## src/thermal_throttle_level_fsm_defines.svh

```systemverilog
// Assertion macros shared by the thermal throttle RTL
`ifndef THERMAL_THROTTLE_LEVEL_FSM_DEFINES_SVH
`define THERMAL_THROTTLE_LEVEL_FSM_DEFINES_SVH

// Same-cycle implication, sampled on clk_i, off while rst_ni is low
`define TTL_ASSERT_IMP(lbl, ante, cons) \
  lbl: assert property (@(posedge clk_i) disable iff (!rst_ni) (ante) |-> (cons)) \
    else $error("thermal throttle check failed");

// Next-cycle implication, sampled on clk_i, off while rst_ni is low
`define TTL_ASSERT_NEXT(lbl, ante, cons) \
  lbl: assert property (@(posedge clk_i) disable iff (!rst_ni) (ante) |=> (cons)) \
    else $error("thermal throttle check failed");

`endif

```

## src/ttl_pkg.sv

```systemverilog
// Types, constants and helpers of the thermal throttle block
package ttl_pkg;

  localparam int unsigned TempW    = 10;
  localparam int unsigned FreqW    = 22;
  localparam int unsigned TimeW    = 32;
  localparam int unsigned LvlW     = 2;
  localparam int unsigned CfgIdxW  = 3;
  localparam int unsigned NumTimed = 3;

  typedef logic [TempW-1:0] temp_t;
  typedef logic [FreqW-1:0] freq_t;
  typedef logic [TimeW-1:0] ms_t;
  typedef logic [LvlW-1:0]  level_t;

  // throttle levels
  localparam level_t LVL_NONE = 2'd0;
  localparam level_t LVL_LOW  = 2'd1;
  localparam level_t LVL_MID  = 2'd2;
  localparam level_t LVL_MAX  = 2'd3;

  // frequency selects (restore or per-level table entry)
  localparam level_t SEL_RESTORE = 2'd0;
  localparam level_t SEL_LOW     = 2'd1;
  localparam level_t SEL_MID     = 2'd2;
  localparam level_t SEL_MAX     = 2'd3;

  typedef enum logic [CfgIdxW-1:0] {
    REG_EMERG_TEMP     = 3'd0,
    REG_LOW_TRIP_TEMP  = 3'd1,
    REG_LOW_CLEAR_TEMP = 3'd2,
    REG_MID_TRIP_TEMP  = 3'd3,
    REG_MID_CLEAR_TEMP = 3'd4,
    REG_MAX_TRIP_TEMP  = 3'd5,
    REG_MAX_CLEAR_TEMP = 3'd6,
    REG_FALLBACK_FREQ  = 3'd7
  } cfg_reg_e;

  // input word
  typedef struct packed {
    temp_t temperature;
    logic  sensor_ok;
    freq_t current_max_freq;
    ms_t   now_ms;
  } in_word_t;

  // result word
  typedef struct packed {
    level_t level;
    logic   apply_limit;
    level_t freq_select;
    freq_t  restore_freq;
    logic   shutdown_request;
    logic   online_all_request;
    ms_t    time_low_ms;
    ms_t    time_mid_ms;
    ms_t    time_max_ms;
  } out_word_t;

  // configuration write word
  typedef struct packed {
    logic [CfgIdxW-1:0] index;
    logic [FreqW-1:0]   value;
  } cfg_word_t;

  // configuration register file contents
  typedef struct packed {
    temp_t emerg_temp;
    temp_t low_trip_temp;
    temp_t low_clear_temp;
    temp_t mid_trip_temp;
    temp_t mid_clear_temp;
    temp_t max_trip_temp;
    temp_t max_clear_temp;
    freq_t fallback_freq;
  } cfg_regs_t;

  // level tracking state
  typedef struct packed {
    level_t level;
    freq_t  saved_max_freq;
    ms_t    interval_start;
    logic   interval_open;
    level_t interval_level;
  } thr_state_t;

  // decision stage result, handed to the counter stage
  typedef struct packed {
    level_t level;
    logic   apply;
    level_t sel;
    freq_t  restore;
    logic   shut;
    logic   online;
    logic   close;
    level_t close_level;
    ms_t    delta;
  } step_res_t;

  // saturating 32-bit add
  function automatic ms_t sat_add(ms_t a, ms_t b);
    logic [TimeW:0] sum;
    sum = {1'b0, a} + {1'b0, b};
    return sum[TimeW] ? '1 : sum[TimeW-1:0];
  endfunction

endpackage

```

## src/ttl_step.sv

```systemverilog
// Level decision for one sample: thresholds, restore value, interval bookkeeping
module ttl_step (
  input  ttl_pkg::cfg_regs_t  cfg_i,
  input  ttl_pkg::in_word_t   sample_i,
  input  ttl_pkg::thr_state_t state_i,
  output ttl_pkg::thr_state_t state_o,
  output ttl_pkg::step_res_t  res_o
);
  import ttl_pkg::*;

  temp_t  t;
  level_t lvl_in;
  level_t lvl_new;
  logic   shut;
  logic   apply;
  level_t sel;
  logic   online;
  freq_t  saved_new;

  // level rules, first match wins
  always_comb begin
    t       = sample_i.temperature;
    shut    = (t >= cfg_i.emerg_temp);
    lvl_in  = shut ? LVL_MAX : state_i.level;
    apply   = 1'b0;
    sel     = SEL_RESTORE;
    online  = 1'b0;
    lvl_new = lvl_in;
    if (t >= cfg_i.low_trip_temp && t < cfg_i.mid_trip_temp && lvl_in == LVL_NONE) begin
      apply = 1'b1; sel = SEL_LOW; lvl_new = LVL_LOW;
    end else if (t < cfg_i.low_clear_temp && lvl_in != LVL_NONE) begin
      apply = 1'b1; sel = SEL_RESTORE; online = 1'b1; lvl_new = LVL_NONE;
    end else if (t >= cfg_i.mid_trip_temp && t < cfg_i.max_trip_temp && lvl_in < LVL_MID) begin
      apply = 1'b1; sel = SEL_MID; lvl_new = LVL_MID;
    end else if (t < cfg_i.mid_clear_temp && lvl_in > LVL_LOW) begin
      apply = 1'b1; sel = SEL_LOW; lvl_new = LVL_LOW;
    end else if (t >= cfg_i.max_trip_temp) begin
      apply = 1'b1; sel = SEL_MAX; lvl_new = LVL_MAX;
    end else if (t < cfg_i.max_clear_temp && lvl_in == LVL_MAX) begin
      apply = 1'b1; sel = SEL_MID; lvl_new = LVL_MID;
    end
  end

  // unthrottled maximum is tracked while at level 0
  assign saved_new = (lvl_in == LVL_NONE) ? sample_i.current_max_freq
                                          : state_i.saved_max_freq;

  // next state: a new interval opens whenever the level is nonzero
  always_comb begin
    state_o.level          = lvl_new;
    state_o.saved_max_freq = saved_new;
    state_o.interval_open  = (lvl_new != LVL_NONE);
    state_o.interval_level = (lvl_new != LVL_NONE) ? lvl_new : state_i.interval_level;
    state_o.interval_start = (lvl_new != LVL_NONE) ? sample_i.now_ms
                                                   : state_i.interval_start;
  end

  // result word plus the closed interval for the counter stage
  always_comb begin
    res_o.level       = lvl_new;
    res_o.apply       = apply;
    res_o.sel         = sel;
    res_o.restore     = (saved_new != '0) ? saved_new : cfg_i.fallback_freq;
    res_o.shut        = shut;
    res_o.online      = online;
    res_o.close       = state_i.interval_open && (state_i.interval_level != LVL_NONE);
    res_o.close_level = state_i.interval_level;
    res_o.delta       = sample_i.now_ms - state_i.interval_start;
  end

endmodule

```

## config.mk

```make
export PLATFORM = sky130hd
export DESIGN_NAME = ttl_step
export DESIGN_NICKNAME = d
export VERILOG_FILES = /design/src/thermal_throttle_level_fsm_defines.svh /design/src/ttl_pkg.sv /design/src/ttl_step.sv
export SDC_FILE = /design/constraint.sdc
export NUM_CORES = 1
export LEC_CHECK = 0
export BUFFER_PORTS_ARGS = -buffer_cell sky130_fd_sc_hd__buf_2
export CORE_AREA = 2 2 130 132
export DETAILED_ROUTE_END_ITERATION = 10
export DIE_AREA = 0 0 132 134
export PLACE_DENSITY = 0.61
export SETUP_SLACK_MARGIN = 0.5
export SLEW_MARGIN = 10
export SYNTH_ARGS = -nofsm -noshare
export SYNTH_HDL_FRONTEND = slang
export SYNTH_SLANG_ARGS = --single-unit
```

## constraint.sdc

```tcl
create_clock -name vclk -period 3.3
set_input_delay 0.66 -clock vclk [all_inputs]
set_output_delay 0.66 -clock vclk [all_outputs]
set_load 0.02 [all_outputs]
```

After elaboration in Yosys (flattened, before gate mapping)
Index checks and enable logic that the tools add are counted.
Widths: inputs -> output; s select.
{"block": "op_classes", "n_lt_le_gt_ge": 11, "eq_ne": 1, "n_mux": 25, "add_sub_neg": 1, "n_reduce_logical": 13}
{"op": "$lt 10x10->1", "n": 5}
{"op": "$mux 22", "n": 2}
{"op": "$ge 10x10->1", "n": 4}
{"op": "$mux 32", "n": 1}
{"op": "$sub 32x32->32", "n": 1}
{"op": "$mux 2", "n": 14}
{"op": "$reduce_bool 22->1", "n": 1}
{"op": "$logic_and 1x1->1", "n": 8}
{"op": "$mux 1", "n": 8}
{"op": "$reduce_bool 2->1", "n": 3}
{"op": "$eq 2x2->1 const B", "n": 1}
{"op": "$gt 2x1->1 const B", "n": 1}
{"op": "$logic_not 2->1", "n": 1}
{"op": "$lt 2x2->1 const B", "n": 1}
{"block": "word_totals", "word_cells": 51, "regBits": 0, "out_inout_bits": 123, "inputBits": 216}

Depth between registers and ports, before layout
Gate-level depths: netlist of the first run.
{"block": "depth", "word_depth": 12, "depth_mapped": 11}

Worst setup path before layout of the first run
OpenSTA, ideal clock, no wires.
{"block": "synth_path", "path_kind": "input-to-output", "start": "in sample_i[0] in the netlist's numbering", "end": "out res_o[26] in the netlist's numbering", "stages": 10, "n_path_buf": 0, "setup_slack_ns": -0.583, "t_required_ns": 2.640, "t_arrival_ns": 3.223, "cell_sequence": "inv_1 > ha_1 > fa_1 > nor2b_1 > o31a_1 > o31a_1 > o21ai_0 > a211oi_1 > o21ai_0 > o311ai_0"}
{"element": "start: declaration", "line": "ttl_step.sv:4", "rtl": "input ttl_pkg::in_word_t sample_i,"}
{"element": "end: declaration", "line": "ttl_step.sv:7", "rtl": "output ttl_pkg::step_res_t res_o"}

==> summary.md, run 1 <==
| Metric | Value |
|---|---|
| Crit path max fanout | `5` |
| Failing checks | `setup timing` |
| Post-route clock period utilization | `1.14` |
| Tightest Pin Transition | `0.589 ns` |
| Worst Slack Setup Final | `-0.452 ns` |
| CP Cell Sequence | `buf_8 > inv_6 > ha_4 > nand2b_4 > a211oi_2 > o21a_2 > o21ai_4 > or3_4 > nand3b_1 > a21boi_4 > buf_6 > buf_6 > buf_8 > mux2_4 > buf_6` |
| Clock buffers | `0` |
| Power Internal | `1.32 mW` |
| Final Total Pwr | `2.55 mW` |
| First-pass iteration count of the detailed router | `5` |
| Initial drt markers | `222` |
| DRC Markers | `0` |
| PwrDens | `233 nW/um^2` |
| Max incr delay on CP | `0.34 ns` |
| Synth Net Count | `987` |
| Post-synth top area share | `0.269` |
| Sw Share | `0.483` |
| Vias per Instance | `5.10` |
| Leak | `5.73 nW` |
| Startpoint types | `input port` |
| Core Box Area | `16300 sq um` |
| Routed wire length | `25.5 mm` |
| Die Footprint | `17700 sq um` |
| Antenna violations before repair | `4` |
| Sequential cell area | `0 sq um` |
| Boundary pin count | `339` |
| Cell family with most CP delay | `simple AND/OR/NAND/NOR gates` |
| Most frequent CP cell | `buf_6` |
| Antenna-violating nets left | `0` |
| Remaining global-route overflow | `0` |
| Synthesized area per cell | `6.79 sq um` |
| Vert. Die Dim | `134 um` |
| Port-buffer cells | `338` |
| Worst Hold Class | `input port to output port` |
| Synth cell types | `55` |
| Place WS | `-0.459 ns` |
| Finished Core Util | `0.672` |
| Combinational share of power | `1.000` |
| Sequential share of the synthesized area | `0` |
| Clock Power Share | `0` |
| Setup Viol. Count Final | `83` |
| Synth warnings | `0` |
| Synth-to-Final Area Change | `140%` |
| Max Fclk | `267 MHz` |
| Cell Count, Final, Fillers Out | `1391` |
| Post-Syn Instances | `672` |
| First-pass GRT wire length | `35.7 mm` |
| Fill cells | `1227` |
| RSZ-0062 raised after global routing | `yes` |
| Fin crit period | `3.75 ns` |
| # nets final | `1484` |
| Cell taking the most area after synthesis | `ha_1` |
| Wire length per cell | `18.3 um` |
| Initial Util | `0.280` |
| Final Cell Area | `10900 sq um` |
| Largest net degree at the start of global routing | `26` |
| Chip width | `132 um` |
| Worst slew margin | `0.604` |
| Ranking of synthesized cells by area | `ha_1 27%, inv_1 9.8%, a21o_1 7.2%, mux2_1 6.7%, nand2_1 6.5%` |
| Worst path bufs/invs | `6` |
| Element type at the critical path end | `output port` |
| Seq pwr share | `0` |
| CTS Hold Bufs | `0` |
| Slowest CP cell | `or3_4` |
| Total track usage | `0.249` |
| Worst EP required | `2.64 ns` |
| Vias | `7094` |
| Final GP Congestion | `0.891` |
| Max rail drop VDD | `165 uV` |
| Slew Viols, Final | `0` |
| Number of global-route vias before repair | `6960` |
| CP arrival | `3.09 ns` |
| Ratio of cells with drive above 1 in the final layout | `0.663` |
| Synthesized area | `4560 sq um` |
| Status | `finished, violations left` |
| Cell area after placement | `7960 sq um` |
| Final hold vios | `0` |
| Post-DP HPWL | `17.8 mm` |
| Max Cap Violations | `0` |
| Seq cells | `0` |
| Placed Instances | `1317` |
| WS Path Type | `input port to output port` |
| Switch Pwr | `1.23 mW` |
| Site row count | `47` |
[cells in the mapped netlist (3+ instances only)]
library cell	instances
nor4_1	10
nor2_1	29
a21oi_1	43
buf_4	7
mux2_2	6
o21bai_1	3
mux2i_1	3
xnor2_1	12
and2_1	4
a2111oi_0	5
nand4_1	9
a21o_1	44
and3_1	6
nor3_1	11
xor2_1	7
nand2_1	79
clkbuf_1	7
o31ai_1	4
o211ai_1	6
nand3_1	20
nand2b_1	9
inv_1	119
nor2b_1	4
o21ai_0	29
buf_6	3
o21a_1	13
ha_1	98
a21boi_0	5
mux2_1	27
o221ai_1	5
or4_1	3
or3_1	3
o311ai_0	3
a211oi_1	11
[metal layers]
metal,GRT usage,share of wire,vias to the layer above
li1,-,-,3382
met1,0.270,0.37,3326
met2,0.466,0.52,304
met3,0.0472,0.059,82
met4,0.112,0.053,0
met5,0,0,-
[layout make-up]
cell class / instances / area [sq um] / area share
Multi-Input combinational cell: 536 / 5790 / 0.529
Timing Repair Buffer: 512 / 4340 / 0.397
Inverter: 119 / 527 / 0.0481
Tap cell: 220 / 275 / 0.0252
Antenna cell: 4 / 10.0 / 0.000915
[per-stage QoR]
stage          hold WS (ns)  setup TNS (ns)
4_1_cts                1.62          -19.38
2_1_floorplan          1.43           -2.08
3_3_place_gp           1.60          -26.04
5_1_grt                1.62          -32.88
6_report               1.62          -24.91
3_5_place_dp           1.60          -26.87
[kinds of logic after synthesis]
| kind of cell | after synthesis | share of synthesized area |
|---|---|---|
| AO/OA/AOI/OAI | 188 | 0.277 |
| XOR/XNOR | 19 | 0.0365 |
| adder cells (fa/ha/maj) | 99 | 0.273 |
| buffers and inverters | 136 | 0.123 |
| multiplexers | 36 | 0.0881 |
| AND/OR/NAND/NOR | 194 | 0.203 |
[repair_timing]
item / CTS / global route
gates resized for setup: 412 / 163
setup endpoints to repair: 113 / 114
cloned: 6 / 3
pin swaps: 104 / 96
buffers inserted: 38 / 23
[path summary, 6_finish.rpt]
path | from | endpoint | depth (start not counted)
setup / recovery | sample_i[55] | state_o[11] | 15
hold / removal | cfg_i[20] | res_o[57] | 3
[power by group through the flow]
stage	combinational [mW]	clock, mW	sequential [mW]
after CTS	2.24	0	0
after global placement	1.75	0	0
after detailed placement	1.76	0	0
after floorplan	1.10	0	0
after global routing	2.70	0.000000122	0
final	2.55	0.000000162	0
[cells in the final DEF (no fill, tap or decap), types with 7 or more instances in the layout]
master,synthesis,layout
buf_2,0,195
buf_6,3,163
buf_4,7,125
inv_1,119,92
ha_1,98,61
a21o_1,44,44
nand2_4,0,37
ha_4,0,37
nand2_1,79,34
mux2_4,0,32
nor2_1,29,24
a21oi_1,43,20
a21oi_4,0,13
inv_2,0,12
nand3_1,20,12
o21a_1,13,12
o21ai_0,29,12
buf_12,0,12
a21oi_2,0,10
nand4_1,9,9
xnor2_2,0,9
nor4_1,10,9
buf_8,0,9
nor3_1,11,8
nand2_2,0,8
o21ai_4,0,8
inv_4,0,7
nand2b_1,9,7
o21ai_2,1,7
a211oi_2,0,7
Power figures use the tool's default switching activity.
==> run 2, diff against run 1 <==
--- a/config.mk
+++ b/config.mk
@@ -10,6 +10,7 @@
 export DETAILED_ROUTE_END_ITERATION = 10
 export DIE_AREA = 0 0 132 134
 export PLACE_DENSITY = 0.61
+export REMOVE_ABC_BUFFERS = 1
 export SETUP_SLACK_MARGIN = 0.5
 export SLEW_MARGIN = 10
 export SYNTH_ARGS = -nofsm -noshare
==> summary.md, run 2 (synthesized netlist as in run 1, its figures left out) <==
| Metric | Value |
|---|---|
| Cell family with most CP delay | `compound AO/OA/AOI/OAI gates (was simple AND/OR/NAND/NOR gates)` |
| Worst path bufs/invs | `4 (was 6)` |
| Antenna violations before repair | `3 (was 4)` |
| Post-DP HPWL | `17.5 mm (was 17.8 mm)` |
| Placed Instances | `1345 (was 1317)` |
| Boundary pin count | `339 (unchanged)` |
| CP Cell Sequence | `clkbuf_4 > ha_1 > a211oi_2 > a211oi_1 > a311o_1 > o221ai_2 > nand3_2 > a21boi_4 > buf_6 > buf_12 > mux2_2 > buf_4 (was buf_8 > inv_6 > ha_4 > nand2b_4 > a211oi_2 > o21a_2 > o21ai_4 > or3_4 > nand3b_1 > a21boi_4 > buf_6 > buf_6 > buf_8 > mux2_4 > buf_6)` |
| Final hold vios | `0 (unchanged)` |
| Chip width | `132 um (unchanged)` |
| Port-buffer cells | `338 (unchanged)` |
| PwrDens | `239 nW/um^2 (was 233 nW/um^2)` |
| HP Start | `state_i[0] (was cfg_i[20])` |
| First-pass iteration count of the detailed router | `5 (unchanged)` |
| Max incr delay on CP | `0.34 ns (about the same)` |
| Antenna-violating nets left | `0 (unchanged)` |
| Clock buffers | `0 (unchanged)` |
| Startpoint types | `input port (unchanged)` |
| Routed wire length | `26.4 mm (was 25.5 mm)` |
| Crit path max fanout | `7 (was 5)` |
| Largest net degree at the start of global routing | `21 (was 26)` |
| Max Fclk | `267 MHz (about the same)` |
| Initial drt markers | `283 (was 222)` |
| Cell Count, Final, Fillers Out | `1400 (was 1391)` |
| Number of global-route vias before repair | `7314 (was 6960)` |
| Core Box Area | `16300 sq um (unchanged)` |
| Vert. Die Dim | `134 um (unchanged)` |
| Slowest CP cell | `mux2_2 (was or3_4)` |
| Fin crit period | `3.74 ns (was 3.75 ns)` |
| Tightest Pin Transition | `0.516 ns (was 0.589 ns)` |
| Total track usage | `0.255 (was 0.249)` |
| Initial Util | `0.280 (unchanged)` |
| Synth-to-Final Area Change | `130% (was 140%)` |
| Site row count | `47 (unchanged)` |
| Failing checks | `setup timing (unchanged)` |
| Finished Core Util | `0.645 (was 0.672)` |
| Vias per Instance | `5.19 (was 5.10)` |
| Element type at the critical path end | `output port (unchanged)` |
| Vias | `7261 (was 7094)` |
| # nets final | `1495 (was 1484)` |
| CP startpoint | `sample_i[61] (was sample_i[55])` |
| First-pass GRT wire length | `37.0 mm (was 35.7 mm)` |
| Most frequent cells in the layout | `201 x buf_2, 167 x buf_6, 135 x buf_4, 99 x inv_1, 64 x ha_1 (was 195 x buf_2, 163 x buf_6, 125 x buf_4, 92 x inv_1, 61 x ha_1)` |
| RSZ-0062 raised after global routing | `yes (unchanged)` |
| Ratio of cells with drive above 1 in the final layout | `0.643 (was 0.663)` |
| Leak | `5.61 nW (was 5.73 nW)` |
| Setup Viol. Count Final | `106 (was 83)` |
| Post-route clock period utilization | `1.13 (was 1.14)` |
| Max rail drop VDD | `179 uV (was 165 uV)` |
| Die Footprint | `17700 sq um (unchanged)` |
| Seq cells | `0 (unchanged)` |
| Sequential cell area | `0 sq um (unchanged)` |
| DRC Markers | `0 (unchanged)` |
| Worst slew margin | `0.653 (was 0.604)` |
| Remaining global-route overflow | `0 (unchanged)` |
| Worst EP required | `2.64 ns (about the same)` |
| Worst Slack Setup Final | `-0.438 ns (was -0.452 ns)` |
| Final GP Congestion | `0.877 (was 0.891)` |
| Worst Hold Class | `input port to output port (unchanged)` |
| Status | `finished, violations left (unchanged)` |
| WS Path Type | `input port to output port (unchanged)` |
| Slew Viols, Final | `0 (unchanged)` |
| Most common cell after layout, fill and taps aside | `buf_2 (unchanged)` |
| Max Cap Violations | `0 (unchanged)` |
| Wire length per cell | `18.9 um (was 18.3 um)` |
| CP arrival | `3.08 ns (was 3.09 ns)` |
-- run 2: changes by cell type in the layout (fill, tap and decap cells not counted), moves of 5 or more --
cell     before  now
a21oi_2      10   19
ha_4         37   31
nand2_4      37   32
a21oi_4      13    4
inv_1        92   99
xnor2_1       2    9
buf_2       195  201
xnor2_2       9    1
buf_4       125  135
-- run 2: repair_timing --
item	in CTS	in global routing
hold buffers	0	0
pin swaps	134	81
buffers inserted	30	17
cloned	6	0
hold endpoints to repair	0	0
gates resized for setup	518	133
setup endpoints to repair	114	115
-- run 2: stage by stage --
step,total power [mW],hold WS [ns],setup slack [ns],cell area (sq um),setup TNS (ns)
floorplan,0.867,1.32,-1.46,4450,-64.77
global placement,1.58,1.60,-0.671,7440,-32.84
detailed placement,1.59,1.60,-0.706,7440,-36.26
CTS,2.22,1.61,-0.394,9700,-19.87
global route,2.64,1.62,-0.553,10500,-35.45
finish,2.51,1.61,-0.438,10500,-27.14
-- run 2: routing by layer --
layer / global-route usage / up-vias / share of wire
met4: 0.0767 / 2 / 0.037
li1: - / 3403 / -
met3: 0.0431 / 70 / 0.065
met5: 0 / - / 0.00049
met2: 0.503 / 324 / 0.53
met1: 0.275 / 3462 / 0.37
-- run 2: power breakdown --
group | leakage, nW | switching, mW | internal, mW
combinational | 5.61 | 1.23 | 1.28
sequential | 0 | 0 | 0
clock | 0.0000127 | 0 | 0.0000000813
total | 5.61 | 1.23 | 1.28
-- run 2: final timing paths --
path | to | slack [ns] | depth (start not counted)
setup / recovery | state_o[34] | -0.44 | 12
hold / removal | res_o[32] | 1.61 | 2
-- run 2: area by class of cell --
cell class                 instances  area, sq um
antenna                            2         5.00
tap                              220          275
fill                            1247         5790
multi-input combinational        536         5490
inverter                         119          459
timing repair buffer             523         4270
